**config.mk**
```make
export PLATFORM = sky130hd
export DESIGN_NAME = in_order_completion_buffer
export DESIGN_NICKNAME = d
export VERILOG_FILES = /design/src/ioc_pkg.sv /design/src/ioc_cell.sv /design/src/in_order_completion_buffer.sv
export VERILOG_INCLUDE_DIRS = /design/src /design/src/src
export SDC_FILE = /design/constraint.sdc
export NUM_CORES = 1
export LEC_CHECK = 0
export BUFFER_PORTS_ARGS = -buffer_cell sky130_fd_sc_hd__buf_2
export CORE_MARGIN = 2
export CORE_UTILIZATION = 68
export DETAILED_ROUTE_END_ITERATION = 10
export PLACE_DENSITY = 0.94
export SLEW_MARGIN = 20
export SYNTH_ARGS = -nofsm -noshare
export SYNTH_HDL_FRONTEND = slang
export SYNTH_HIERARCHICAL = 1
export SYNTH_SLANG_ARGS = --single-unit
```
**constraint.sdc**
```tcl
create_clock -name clk -period 6.3 [get_ports clk]
set_clock_uncertainty 0.1 [all_clocks]
set_input_delay 0.63 -clock clk [delete_from_list [all_inputs] [get_ports clk]]
set_output_delay 0.63 -clock clk [all_outputs]
set_load 0.02 [all_outputs]
```
**src/in_order_completion_buffer_assert.svh**
```systemverilog
// Assertion macros for the in-order completion buffer.
// Included by the top level; expects signals clk and rst in scope.
`ifndef IN_ORDER_COMPLETION_BUFFER_ASSERT_SVH
`define IN_ORDER_COMPLETION_BUFFER_ASSERT_SVH

// The consequent must hold in the same cycle as the antecedent.
`define IOC_ASSERT_NOW(label, ante, cons, msg) \
  label: assert property (@(posedge clk) disable iff (rst) (ante) |-> (cons)) \
    else $error(msg);

// The consequent must hold in the cycle after the antecedent.
`define IOC_ASSERT_NEXT(label, ante, cons, msg) \
  label: assert property (@(posedge clk) disable iff (rst) (ante) |=> (cons)) \
    else $error(msg);

`endif

```
**src/ioc_pkg.sv**
```systemverilog
// Shared types and codes for the in-order completion buffer.
// Used by the cell and the top level; depends on nothing else.
package ioc_pkg;

  localparam logic CMD_ISSUE    = 1'b0;
  localparam logic CMD_COMPLETE = 1'b1;

  localparam logic [1:0] STATUS_RELEASED = 2'd0;
  localparam logic [1:0] STATUS_FULL     = 2'd1;
  localparam logic [1:0] STATUS_DUP      = 2'd2;

  typedef enum logic [2:0] {
    ST_IDLE  = 3'b001,
    ST_CHECK = 3'b010,
    ST_DRAIN = 3'b100
  } ioc_state_t;

  typedef struct packed {
    logic valid;
    logic done;
  } ioc_flags_t;

  typedef struct packed {
    logic load;
    logic mark;
    logic shift;
  } ioc_cell_ctl_t;

endpackage

```
**src/ioc_cell.sv**
```systemverilog
// One entry of the buffer: tag, valid and done flags, and a tag comparator.
// Takes its neighbor's entry on a shift; uses types from ioc_pkg.
module ioc_cell #(
  parameter int TAG_BITS
) (
  input  logic                 clk,
  input  logic                 rst,
  input  ioc_pkg::ioc_cell_ctl_t ctl,
  input  logic [TAG_BITS-1:0]  in_tag,
  input  ioc_pkg::ioc_flags_t  nbr_flags,
  input  logic [TAG_BITS-1:0]  nbr_tag,
  output ioc_pkg::ioc_flags_t  flags,
  output logic [TAG_BITS-1:0]  tag,
  output logic                 hit
);

  assign hit = flags.valid && (tag == in_tag);

  always_ff @(posedge clk) begin
    if (rst) begin
      flags <= '0;
    end else if (ctl.shift) begin
      flags <= nbr_flags;
    end else if (ctl.load) begin
      flags.valid <= 1'b1;
      flags.done  <= 1'b0;
    end else if (ctl.mark && hit) begin
      flags.done <= 1'b1;
    end
  end

  always_ff @(posedge clk) begin
    if (ctl.shift) begin
      tag <= nbr_tag;
    end else if (ctl.load) begin
      tag <= in_tag;
    end
  end

endmodule

```
**src/in_order_completion_buffer.sv**
```systemverilog
// Top level of the in-order completion buffer: control, output register, cell row.
// Depends on ioc_pkg, ioc_cell and in_order_completion_buffer_assert.svh.
//
//   channel  direction  handshake             payload
//   input    in         in_valid / in_stall   command, tag
//   output   out        out_valid / out_stall out_tag, status, last
//
// An input word is accepted in the idle state, then its tag is compared in the check state.
// A completion that marks an entry then enters the drain state, which releases the done
// words at the head in order and returns to idle once no done word is left at the head.
// Every other item returns to idle from the check state. An output stall holds either in its state.
// Reset clears the valid and done flags of every cell and the entry count.
// A stalled output holds the word in its register; the row waits until it moves.
module in_order_completion_buffer #(
  parameter int DEPTH    = 16,
  parameter int TAG_BITS = 16
) (
  input  logic                clk,
  input  logic                rst,
  input  logic                in_valid,
  output logic                in_stall,
  input  logic                command,
  input  logic [TAG_BITS-1:0] tag,
  output logic                out_valid,
  input  logic                out_stall,
  output logic [TAG_BITS-1:0] out_tag,
  output logic [1:0]          status,
  output logic                last
);

  localparam int COUNT_W = $clog2(DEPTH + 1);

  ioc_pkg::ioc_state_t state, state_next;
  logic [COUNT_W-1:0]  count, count_next;
  logic                cmd_reg;
  logic [TAG_BITS-1:0] tag_reg;

  ioc_pkg::ioc_flags_t    cell_flags [DEPTH+1];
  logic [TAG_BITS-1:0]    cell_tag [DEPTH+1];
  ioc_pkg::ioc_cell_ctl_t cell_ctl [DEPTH];
  logic [DEPTH-1:0]       hit;
  logic [DEPTH-1:0]       done_vec;
  logic [DEPTH-1:0]       valid_vec;

  logic                load_now, mark_now, shift_now;
  logic                out_load, emit;
  logic [TAG_BITS-1:0] emit_tag;
  logic [1:0]          emit_status;
  logic                emit_last;
  logic                full, any_hit, outstanding, head_ready, more_ready;

  assign cell_flags[DEPTH] = '0;
  assign cell_tag[DEPTH]   = '0;

  for (genvar i = 0; i < DEPTH; i++) begin : g_cell
    assign cell_ctl[i].load  = load_now && (count == COUNT_W'(i));
    assign cell_ctl[i].mark  = mark_now;
    assign cell_ctl[i].shift = shift_now;
    assign done_vec[i]       = cell_flags[i].done;
    assign valid_vec[i]      = cell_flags[i].valid;

    ioc_cell #(.TAG_BITS(TAG_BITS)) u_cell (
      .clk       (clk),
      .rst       (rst),
      .ctl       (cell_ctl[i]),
      .in_tag    (tag_reg),
      .nbr_flags (cell_flags[i+1]),
      .nbr_tag   (cell_tag[i+1]),
      .flags     (cell_flags[i]),
      .tag       (cell_tag[i]),
      .hit       (hit[i])
    );
  end

  assign full        = (count == COUNT_W'(DEPTH));
  assign any_hit     = |hit;
  assign outstanding = |(hit & ~done_vec);
  assign head_ready  = cell_flags[0].valid && cell_flags[0].done;
  assign more_ready  = cell_flags[1].valid && cell_flags[1].done;
  assign out_load    = !out_valid || !out_stall;
  assign in_stall    = (state != ioc_pkg::ST_IDLE);

  always_comb begin
    state_next  = state;
    count_next  = count;
    load_now    = 1'b0;
    mark_now    = 1'b0;
    shift_now   = 1'b0;
    emit        = 1'b0;
    emit_tag    = tag_reg;
    emit_status = ioc_pkg::STATUS_RELEASED;
    emit_last   = 1'b1;
    case (state)
      ioc_pkg::ST_IDLE: begin
        if (in_valid) begin
          state_next = ioc_pkg::ST_CHECK;
        end
      end
      ioc_pkg::ST_CHECK: begin
        if (cmd_reg == ioc_pkg::CMD_ISSUE) begin
          if (full || any_hit) begin
            emit_status = full ? ioc_pkg::STATUS_FULL : ioc_pkg::STATUS_DUP;
            if (out_load) begin
              emit       = 1'b1;
              state_next = ioc_pkg::ST_IDLE;
            end
          end else begin
            load_now   = 1'b1;
            count_next = count + COUNT_W'(1);
            state_next = ioc_pkg::ST_IDLE;
          end
        end else if (outstanding) begin
          mark_now   = 1'b1;
          state_next = ioc_pkg::ST_DRAIN;
        end else begin
          state_next = ioc_pkg::ST_IDLE;
        end
      end
      ioc_pkg::ST_DRAIN: begin
        emit_tag  = cell_tag[0];
        emit_last = !more_ready;
        if (!head_ready) begin
          state_next = ioc_pkg::ST_IDLE;
        end else if (out_load) begin
          emit       = 1'b1;
          shift_now  = 1'b1;
          count_next = count - COUNT_W'(1);
          if (!more_ready) begin
            state_next = ioc_pkg::ST_IDLE;
          end
        end
      end
      default: begin
        state_next = ioc_pkg::ST_IDLE;
      end
    endcase
  end

  always_ff @(posedge clk) begin
    if (rst) begin
      state     <= ioc_pkg::ST_IDLE;
      count     <= '0;
      out_valid <= 1'b0;
    end else begin
      state <= state_next;
      count <= count_next;
      if (emit) begin
        out_valid <= 1'b1;
      end else if (!out_stall) begin
        out_valid <= 1'b0;
      end
    end
  end

  always_ff @(posedge clk) begin
    if (state == ioc_pkg::ST_IDLE && in_valid) begin
      cmd_reg <= command;
      tag_reg <= tag;
    end
    if (emit) begin
      out_tag <= emit_tag;
      status  <= emit_status;
      last    <= emit_last;
    end
  end

`include "in_order_completion_buffer_assert.svh"

  `IOC_ASSERT_NOW(a_count_matches_cells, 1'b1,
    $countones(valid_vec) == int'(count), "Entry count disagrees with valid cells.")
  `IOC_ASSERT_NOW(a_release_from_drain,
    $rose(out_valid) && status == ioc_pkg::STATUS_RELEASED,
    $past(state) == ioc_pkg::ST_DRAIN, "Released word did not come from the drain.")
  `IOC_ASSERT_NEXT(a_shift_frees_one, shift_now,
    count == $past(count) - COUNT_W'(1), "Shift did not free exactly one entry.")

endmodule
```
==> results.py, run 1 <==
metrics = {
    "status": {
        "status": "finished, final reports clean",
    },
    "timing": {
        "worst_pin_slew_ps": 1192,
        "max_slew_margin_pct": 20.56,
        "setup_viol": 0,
        "layout_min_cycle_time_ps": 4421,
        "hold_viol_final": 0,
        "fmax_mhz": 226.2,
        "rsz0062_at_grt": "no",
        "finalCritPeriodShare_pct": 70.17,
        "maxSlewViolCount": 0,
        "tns_ps": 0,
        "hold-worst-slack_ps": 166.2,
    },
    "clocking": {
        "clk_pin_slew_ps": 60,
        "cts_resized": 0,
        "insertion_delay_ps": 540,
        "postCtsHoldBufs": 0,
        "numCtsBuffers": 36,
        "cts_buffer_depth": 3,
        "post-cts-setup-buffers": 0,
        "tritoncts": "built",
        "numClockSinks": 333,
        "cts-htree-levels": 2,
        "cts_root_buf": "clkbuf_16",
    },
    "die": {
        "die_w_um": 165.8,
        "pin_count": 42,
        "die_area_um2": 27500,
        "die_h_um": 165.8,
        "core_area_um2": 25910,
        "rows": 59,
        "initial_utilization_pct": 68.74,
    },
    "yosys": {
        "ys_seq_area_share_pct": 53.84,
        "async_reset_ff_share_pct": 0,
        "synth_seq_cells": 333,
        "syn_area_per_cell_um2": 12.59,
        "synth_ff_type": "edfxtp_1",
        "syn_area_um2": 17810,
        "netlist_instances": 1415,
        "synth_edf_count": 292,
        "synth.distinct_cells": 47,
        "yosys_warnings": 6,
    },
    "routing": {
        "vias_per_cell": 6.323,
        "vias": 11770,
        "drc_errors": 0,
        "drtIter0Drc": 1037,
        "wl_um": 39840,
        "drtPass1Iterations": 5,
        "ant_nets": 0,
        "wire_per_inst_um": 21.40,
    },
    "placed_design": {
        "dpl_cell_area_um2": 18520,
        "port-buffer-count": 41,
        "gp_congestion": 0.8478,
        "hpwlAfterDp_um": 26110,
    },
    "finish": {
        "final_cell_area_um2": 19640,
        "final_util_pct": 75.78,
        "multi_input_area_um2": 7840,
        "area_delta_synth_final_pct": 10.25,
        "fillers": 1529,
        "final_net_count": 1529,
        "drive_gt1_share_pct": 26.85,
        "ff_latch_area_um2": 9589,
        "diodes": 0,
        "largest_register_ffs": 256,
    },
    "worst_hold_path": {
        "min_path_type": "in -> reg",
    },
    "worst_setup_path": {
        "worst-setup-path-type": "reg -> reg",
        "required_ps": 6650,
        "path_max_fanout": 20,
        "crit_arrival_ps": 4770,
        "crit_path_start_kind": "flop",
        "setup.worst_path.end_class": "flop",
    },
    "global_routing": {
        "grt_max_degree": 93,
        "grt_overflow": 0,
        "antenna_found_initial": 0,
        "first_global_vias": 11910,
        "groute.usage.overall_pct": 28.15,
        "grt_pass1_wl_um": 62070,
    },
    "power": {
        "power_density_nw_per_um2": 239.8,
        "p_leak_nw": 6.595,
        "peakVddDrop_mv": 0.2624,
    },
    "job": {
        "maxCapViolCount": 0,
    },
}
==> power by group <==
part	switching (W)	total (W)	internal, W	leakage, nW
sequential	0.0000393	0.00246	0.00242	2.96
clock	0.000832	0.00191	0.00108	0.507
combinational	0.000184	0.000339	0.000155	3.13
==> cell type report <==
type,instances,share of cell area (%)
clock buffer,51,4.976
clock inverter,12,0.3377
inverter,73,1.395
multi-input combinational,989,39.93
sequential,333,48.83
tap,335,2.135
timing repair buffer,69,2.396
==> cell families (layout without fill, tap and decap cells) <==
family	count (synthesis)	after routing	share of synthesized area, %
and+or+nand+nor	347	347	10.99
other	1	18	0.02105
AOI/OAI and AO/OA	167	167	6.625
muxes	241	241	15.23
buffers and inverters	110	205	2.550
DFF	333	333	53.84
adders and majority gates	6	6	0.4215
xor gates and xnor gates	210	210	10.33
==> through the flow <==
| stage | cells | total power [W] | worst slack (ps) |
|---|---|---|---|
| after global placement | 1795 | 0.002814 | 2108 |
| after detailed placement | 1795 | 0.002830 | 1951 |
| after floorplan | 1432 | 0.002726 | 2563 |
| after CTS | 1858 | 0.004724 | 1903 |
| final | 1862 | 0.004709 | 1879 |
| after global routing | 1862 | 0.004854 | 1677 |
==> layer usage <==
layer | track usage [%] | up-vias | wire length, um
li1 | - | 5390 | -
met1 | 34.20 | 5761 | 14920
met2 | 49.38 | 490 | 20540
met3 | 5.076 | 132 | 2684
met4 | 12.33 | 0 | 1699
met5 | 0 | - | 0
==> cells in the mapped netlist, types with 18 or more instances <==
master / count / area (um^2)
o21ai_0: 51 / 255.2
nand4_1: 18 / 112.6
nor3_1: 21 / 105.1
nor2_1: 85 / 319.1
nand2_1: 73 / 274.0
dfxtp_1: 41 / 820.8
mux2_2: 240 / 2703
nand3_1: 20 / 100.1
a21oi_1: 40 / 200.2
xor2_1: 177 / 1550
nand2b_1: 35 / 219.0
edfxtp_1: 292 / 8768
inv_1: 73 / 274.0
xnor2_1: 33 / 289.0
nor4_1: 18 / 112.6
buf_2: 33 / 165.2
o21ai_1: 18 / 90.09
==> path summary, 6_finish.rpt <==
kind	startpoint	endpoint	slack, ps	cells past startpoint
worst max-delay path	tag_reg[10]	g_cell[0].u_cell/flags[0]	1880	14
worst min-delay path	tag[9]	tag_reg[9]	170	1
worst max register to register	tag_reg[10]	g_cell[0].u_cell/flags[0]	1880	14
worst min register to register	count[4]	count[4]	440	2
==> cells in the final DEF (no fill, tap or decap), types with 39 or more instances in the layout <==
cell	synthesis	routed
edfxtp_1	292	292
mux2_2	240	240
xor2_1	177	177
nor2_1	85	84
inv_1	73	73
nand2_1	73	73
o21ai_0	51	51
dfxtp_1	41	41
buf_2	33	41
a21oi_1	40	39
==> worst max-delay path: stages (launching register included) <==
cell and delay (ps):
edfxtp_1 970, buf_4 380, xor2_1 110, nor4_2 430, nand4_1 200, nor2_1 220
nor2b_1 290, a2111oi_0 110, nand4_1 120, nand4_1 150, inv_1 560, inv_1 140
a211oi_2 270, nand4b_1 130, o21ai_1 180
(Power assumes the default switching activity.)
==> run 2, diff against run 1 <==
ABC_AREA = 1   (was not set)
CORE_UTILIZATION = 64   (was 68)
PLACE_DENSITY = 0.89   (was 0.94)
clock period = 4.2 ns   (was 6.3 ns; I/O delays follow)
==> run 2 against run 1 <==
Sequential power increased by 49%. Clock-buffer cell count increased by 1. Sequential share of layout area decreased by 7.7 points. Worst setup slack worse by 1500 ps. Synthesized area up 17%. Critical endpoint is now g_cell[0].u_cell/tag[3].
==> results.py, run 2 <==
metrics = {
    "status": {
        "status": "finished, final reports clean",
    },
    "worst_setup_path": {
        "setup.worst_path.end_class": "flop",
        "reg2reg_slack_ps": 350,
        "required_ps": 4300,
        "worst-setup-path-type": "reg -> reg",
        "cp_cell_sequence": "inv_1 > o21ai_0 > inv_1 > nand3_1 > nor3_1 > nand4_1 > nor2_1 > nor2_1 > nand2_1 > nor2_4 > nand3_4 > nor3_4 > nand3_2 > nor2_1 > or2_1 > buf_4",
        "crit_path_top_delay_cell": "edfxtp_1",
        "path_buf_inv": 3,
        "crit_top_cell": "nor2_1",
        "critPathTopFamily": "simple AND/OR/NAND/NOR gates",
        "crit_arrival_ps": 3950,
        "cpPeakStageDelay_ps": 990,
        "crit_path_start_kind": "flop",
        "path_max_fanout": 19,
    },
    "yosys": {
        "yosys.area.top_type_share_pct": 42.13,
        "yosys_warnings": 6,
        "synth_edf_count": 292,
        "syn_area_um2": 20810,
        "netlist_instances": 2889,
        "synth_most_common_cell": "nand2_1",
        "synth_seq_cells": 333,
        "synth_area_leaders": "edfxtp_1, nand2_1, inv_1, o21ai_0, nor2_1",
        "syn_area_per_cell_um2": 7.205,
        "synthTopCellsByCount": "nand2_1, inv_1, nor2_1, o21ai_0, edfxtp_1",
        "yosys.area.top_type": "edfxtp_1",
        "ys_seq_area_share_pct": 46.07,
        "synth.distinct_cells": 33,
        "synth_ff_type": "edfxtp_1",
        "async_reset_ff_share_pct": 0,
    },
    "finish": {
        "final_net_count": 3034,
        "fillers": 2499,
        "final_cell_mix": "nand2_1, inv_1, nor2_1, o21ai_0, edfxtp_1",
        "area_delta_synth_final_pct": 12.09,
        "drive_gt1_share_pct": 8.696,
        "final_common_cell": "nand2_1",
        "largest_register_ffs": 256,
        "diodes": 0,
    },
    "timing": {
        "rsz0062_at_grt": "no",
        "hold_viol_final": 0,
        "setup_viol": 0,
        "layout_min_cycle_time_ps": 3853,
        "worst_pin_slew_ps": 1126,
        "tns_ps": 0,
        "finalCritPeriodShare_pct": 91.74,
        "fmax_mhz": 259.5,
        "max_slew_margin_pct": 24.87,
        "maxSlewViolCount": 0,
        "hold-worst-slack_ps": 151.2,
    },
    "power": {
        "power_density_nw_per_um2": 332.6,
        "p_leak_nw": 10.49,
        "peakVddDrop_mv": 0.3400,
    },
    "placed_design": {
        "gp_congestion": 0.9981,
        "hpwlAfterDp_um": 41400,
        "port-buffer-count": 41,
    },
    "global_routing": {
        "antenna_found_initial": 0,
        "groute.usage.overall_pct": 35.76,
        "grt_max_degree": 138,
        "grt_overflow": 0,
        "first_global_vias": 18810,
        "grt_pass1_wl_um": 95790,
    },
    "die": {
        "die_area_um2": 33980,
        "initial_utilization_pct": 64.47,
        "die_w_um": 184.3,
        "die_h_um": 184.3,
        "pin_count": 42,
        "rows": 66,
        "core_area_um2": 32290,
    },
    "clocking": {
        "insertion_delay_ps": 540,
        "clk_pin_slew_ps": 60,
        "cts_buffer_depth": 3,
        "cts_root_buf": "clkbuf_16",
        "cts-htree-levels": 2,
        "post-cts-setup-buffers": 0,
        "numClockSinks": 333,
        "numCtsBuffers": 38,
        "tritoncts": "built",
    },
    "worst_hold_path": {
        "min_path_type": "in -> reg",
    },
    "routing": {
        "vias": 19750,
        "drc_errors": 0,
        "vias_per_cell": 5.678,
        "wire_per_inst_um": 17.37,
        "drtPass1Iterations": 6,
        "wl_um": 60410,
        "ant_nets": 0,
        "drtIter0Drc": 2864,
    },
    "job": {
        "maxCapViolCount": 0,
    },
}
-- run 2: cell types whose count changed in the layout (fill, tap and decap cells not counted), sizes merged, moves of 34 or more --
cell / change
nand2: +951
nor4: -34
nand2b: -35
mux2: -240
o21ai: +224
nor2: +226
xor2: -157
inv: +461
-- run 2: cell families (layout without fill, tap and decap cells) --
logic type	after synthesis	count (layout)	share of synthesized area [%]
compound gates	372	372	9.780
xor+xnor	69	69	2.903
fa+ha+maj	6	6	0.3607
buf+inv	587	717	10.73
flops	333	333	46.07
other cells	1	18	0.01802
simple gates	1521	1521	30.14
-- run 2: worst min-delay path, cell delays in order --
cell     delay [ps]
buf_2           140
nand2_1         100
a21oi_1          70
-- run 2: path summary, 6_finish.rpt --
kind | start | endpoint | cells past startpoint
max | tag_reg[11] | g_cell[0].u_cell/tag[3] | 16
min | in_valid | state[1] | 3
max reg2reg | tag_reg[11] | g_cell[0].u_cell/tag[3] | 16
min reg2reg | g_cell[0].u_cell/flags[0] | g_cell[0].u_cell/flags[0] | 2
-- run 2: what timing repair did --
action / in CTS / in global routing
hold endpoints to repair: 17 / 0
resized for setup: 0 / 0
hold buffers: 17 / 0
-- run 2: per-stage QoR --
step	utilization [%]	worst slack, ps	power (W)	area (um^2)	std cells
2_1_floorplan	-	769.5	0.004207	20880	2906
3_3_place_gp	67.96	636.3	0.004421	21940	3392
3_5_place_dp	67.96	523.9	0.004450	21940	3392
4_1_cts	72.26	469.8	0.007740	23330	3478
5_1_grt	72.26	203.0	0.007961	23330	3478
6_report	72.26	347.1	0.007760	23330	3478
-- run 2: report_power, final --
group	switching [W]	internal, W	leakage, nW
clock	0.00136	0.00197	0.598
combinational	0.000538	0.000236	6.94
sequential	0.0000295	0.00363	2.96
total	0.00192	0.00584	10.5
-- run 2: area by class of cell --
class | instances | area (um^2) | share of cell area (%)
inverter | 535 | 2016 | 8.639
tap | 442 | 553.0 | 2.370
clock buffer | 52 | 1035 | 4.435
multi-input combinational | 1986 | 9056 | 38.81
clock inverter | 17 | 182.7 | 0.7829
sequential | 333 | 9589 | 41.10
timing repair buffer | 113 | 900.9 | 3.861
-- run 2: metal layers --
| metal | routed length, um | global-route usage, % |
|---|---|---|
| met1 | 23510 | 47.52 |
| met2 | 27270 | 57.08 |
| met3 | 7131 | 7.192 |
| met4 | 2494 | 15.52 |
| met5 | 0 | 0 |
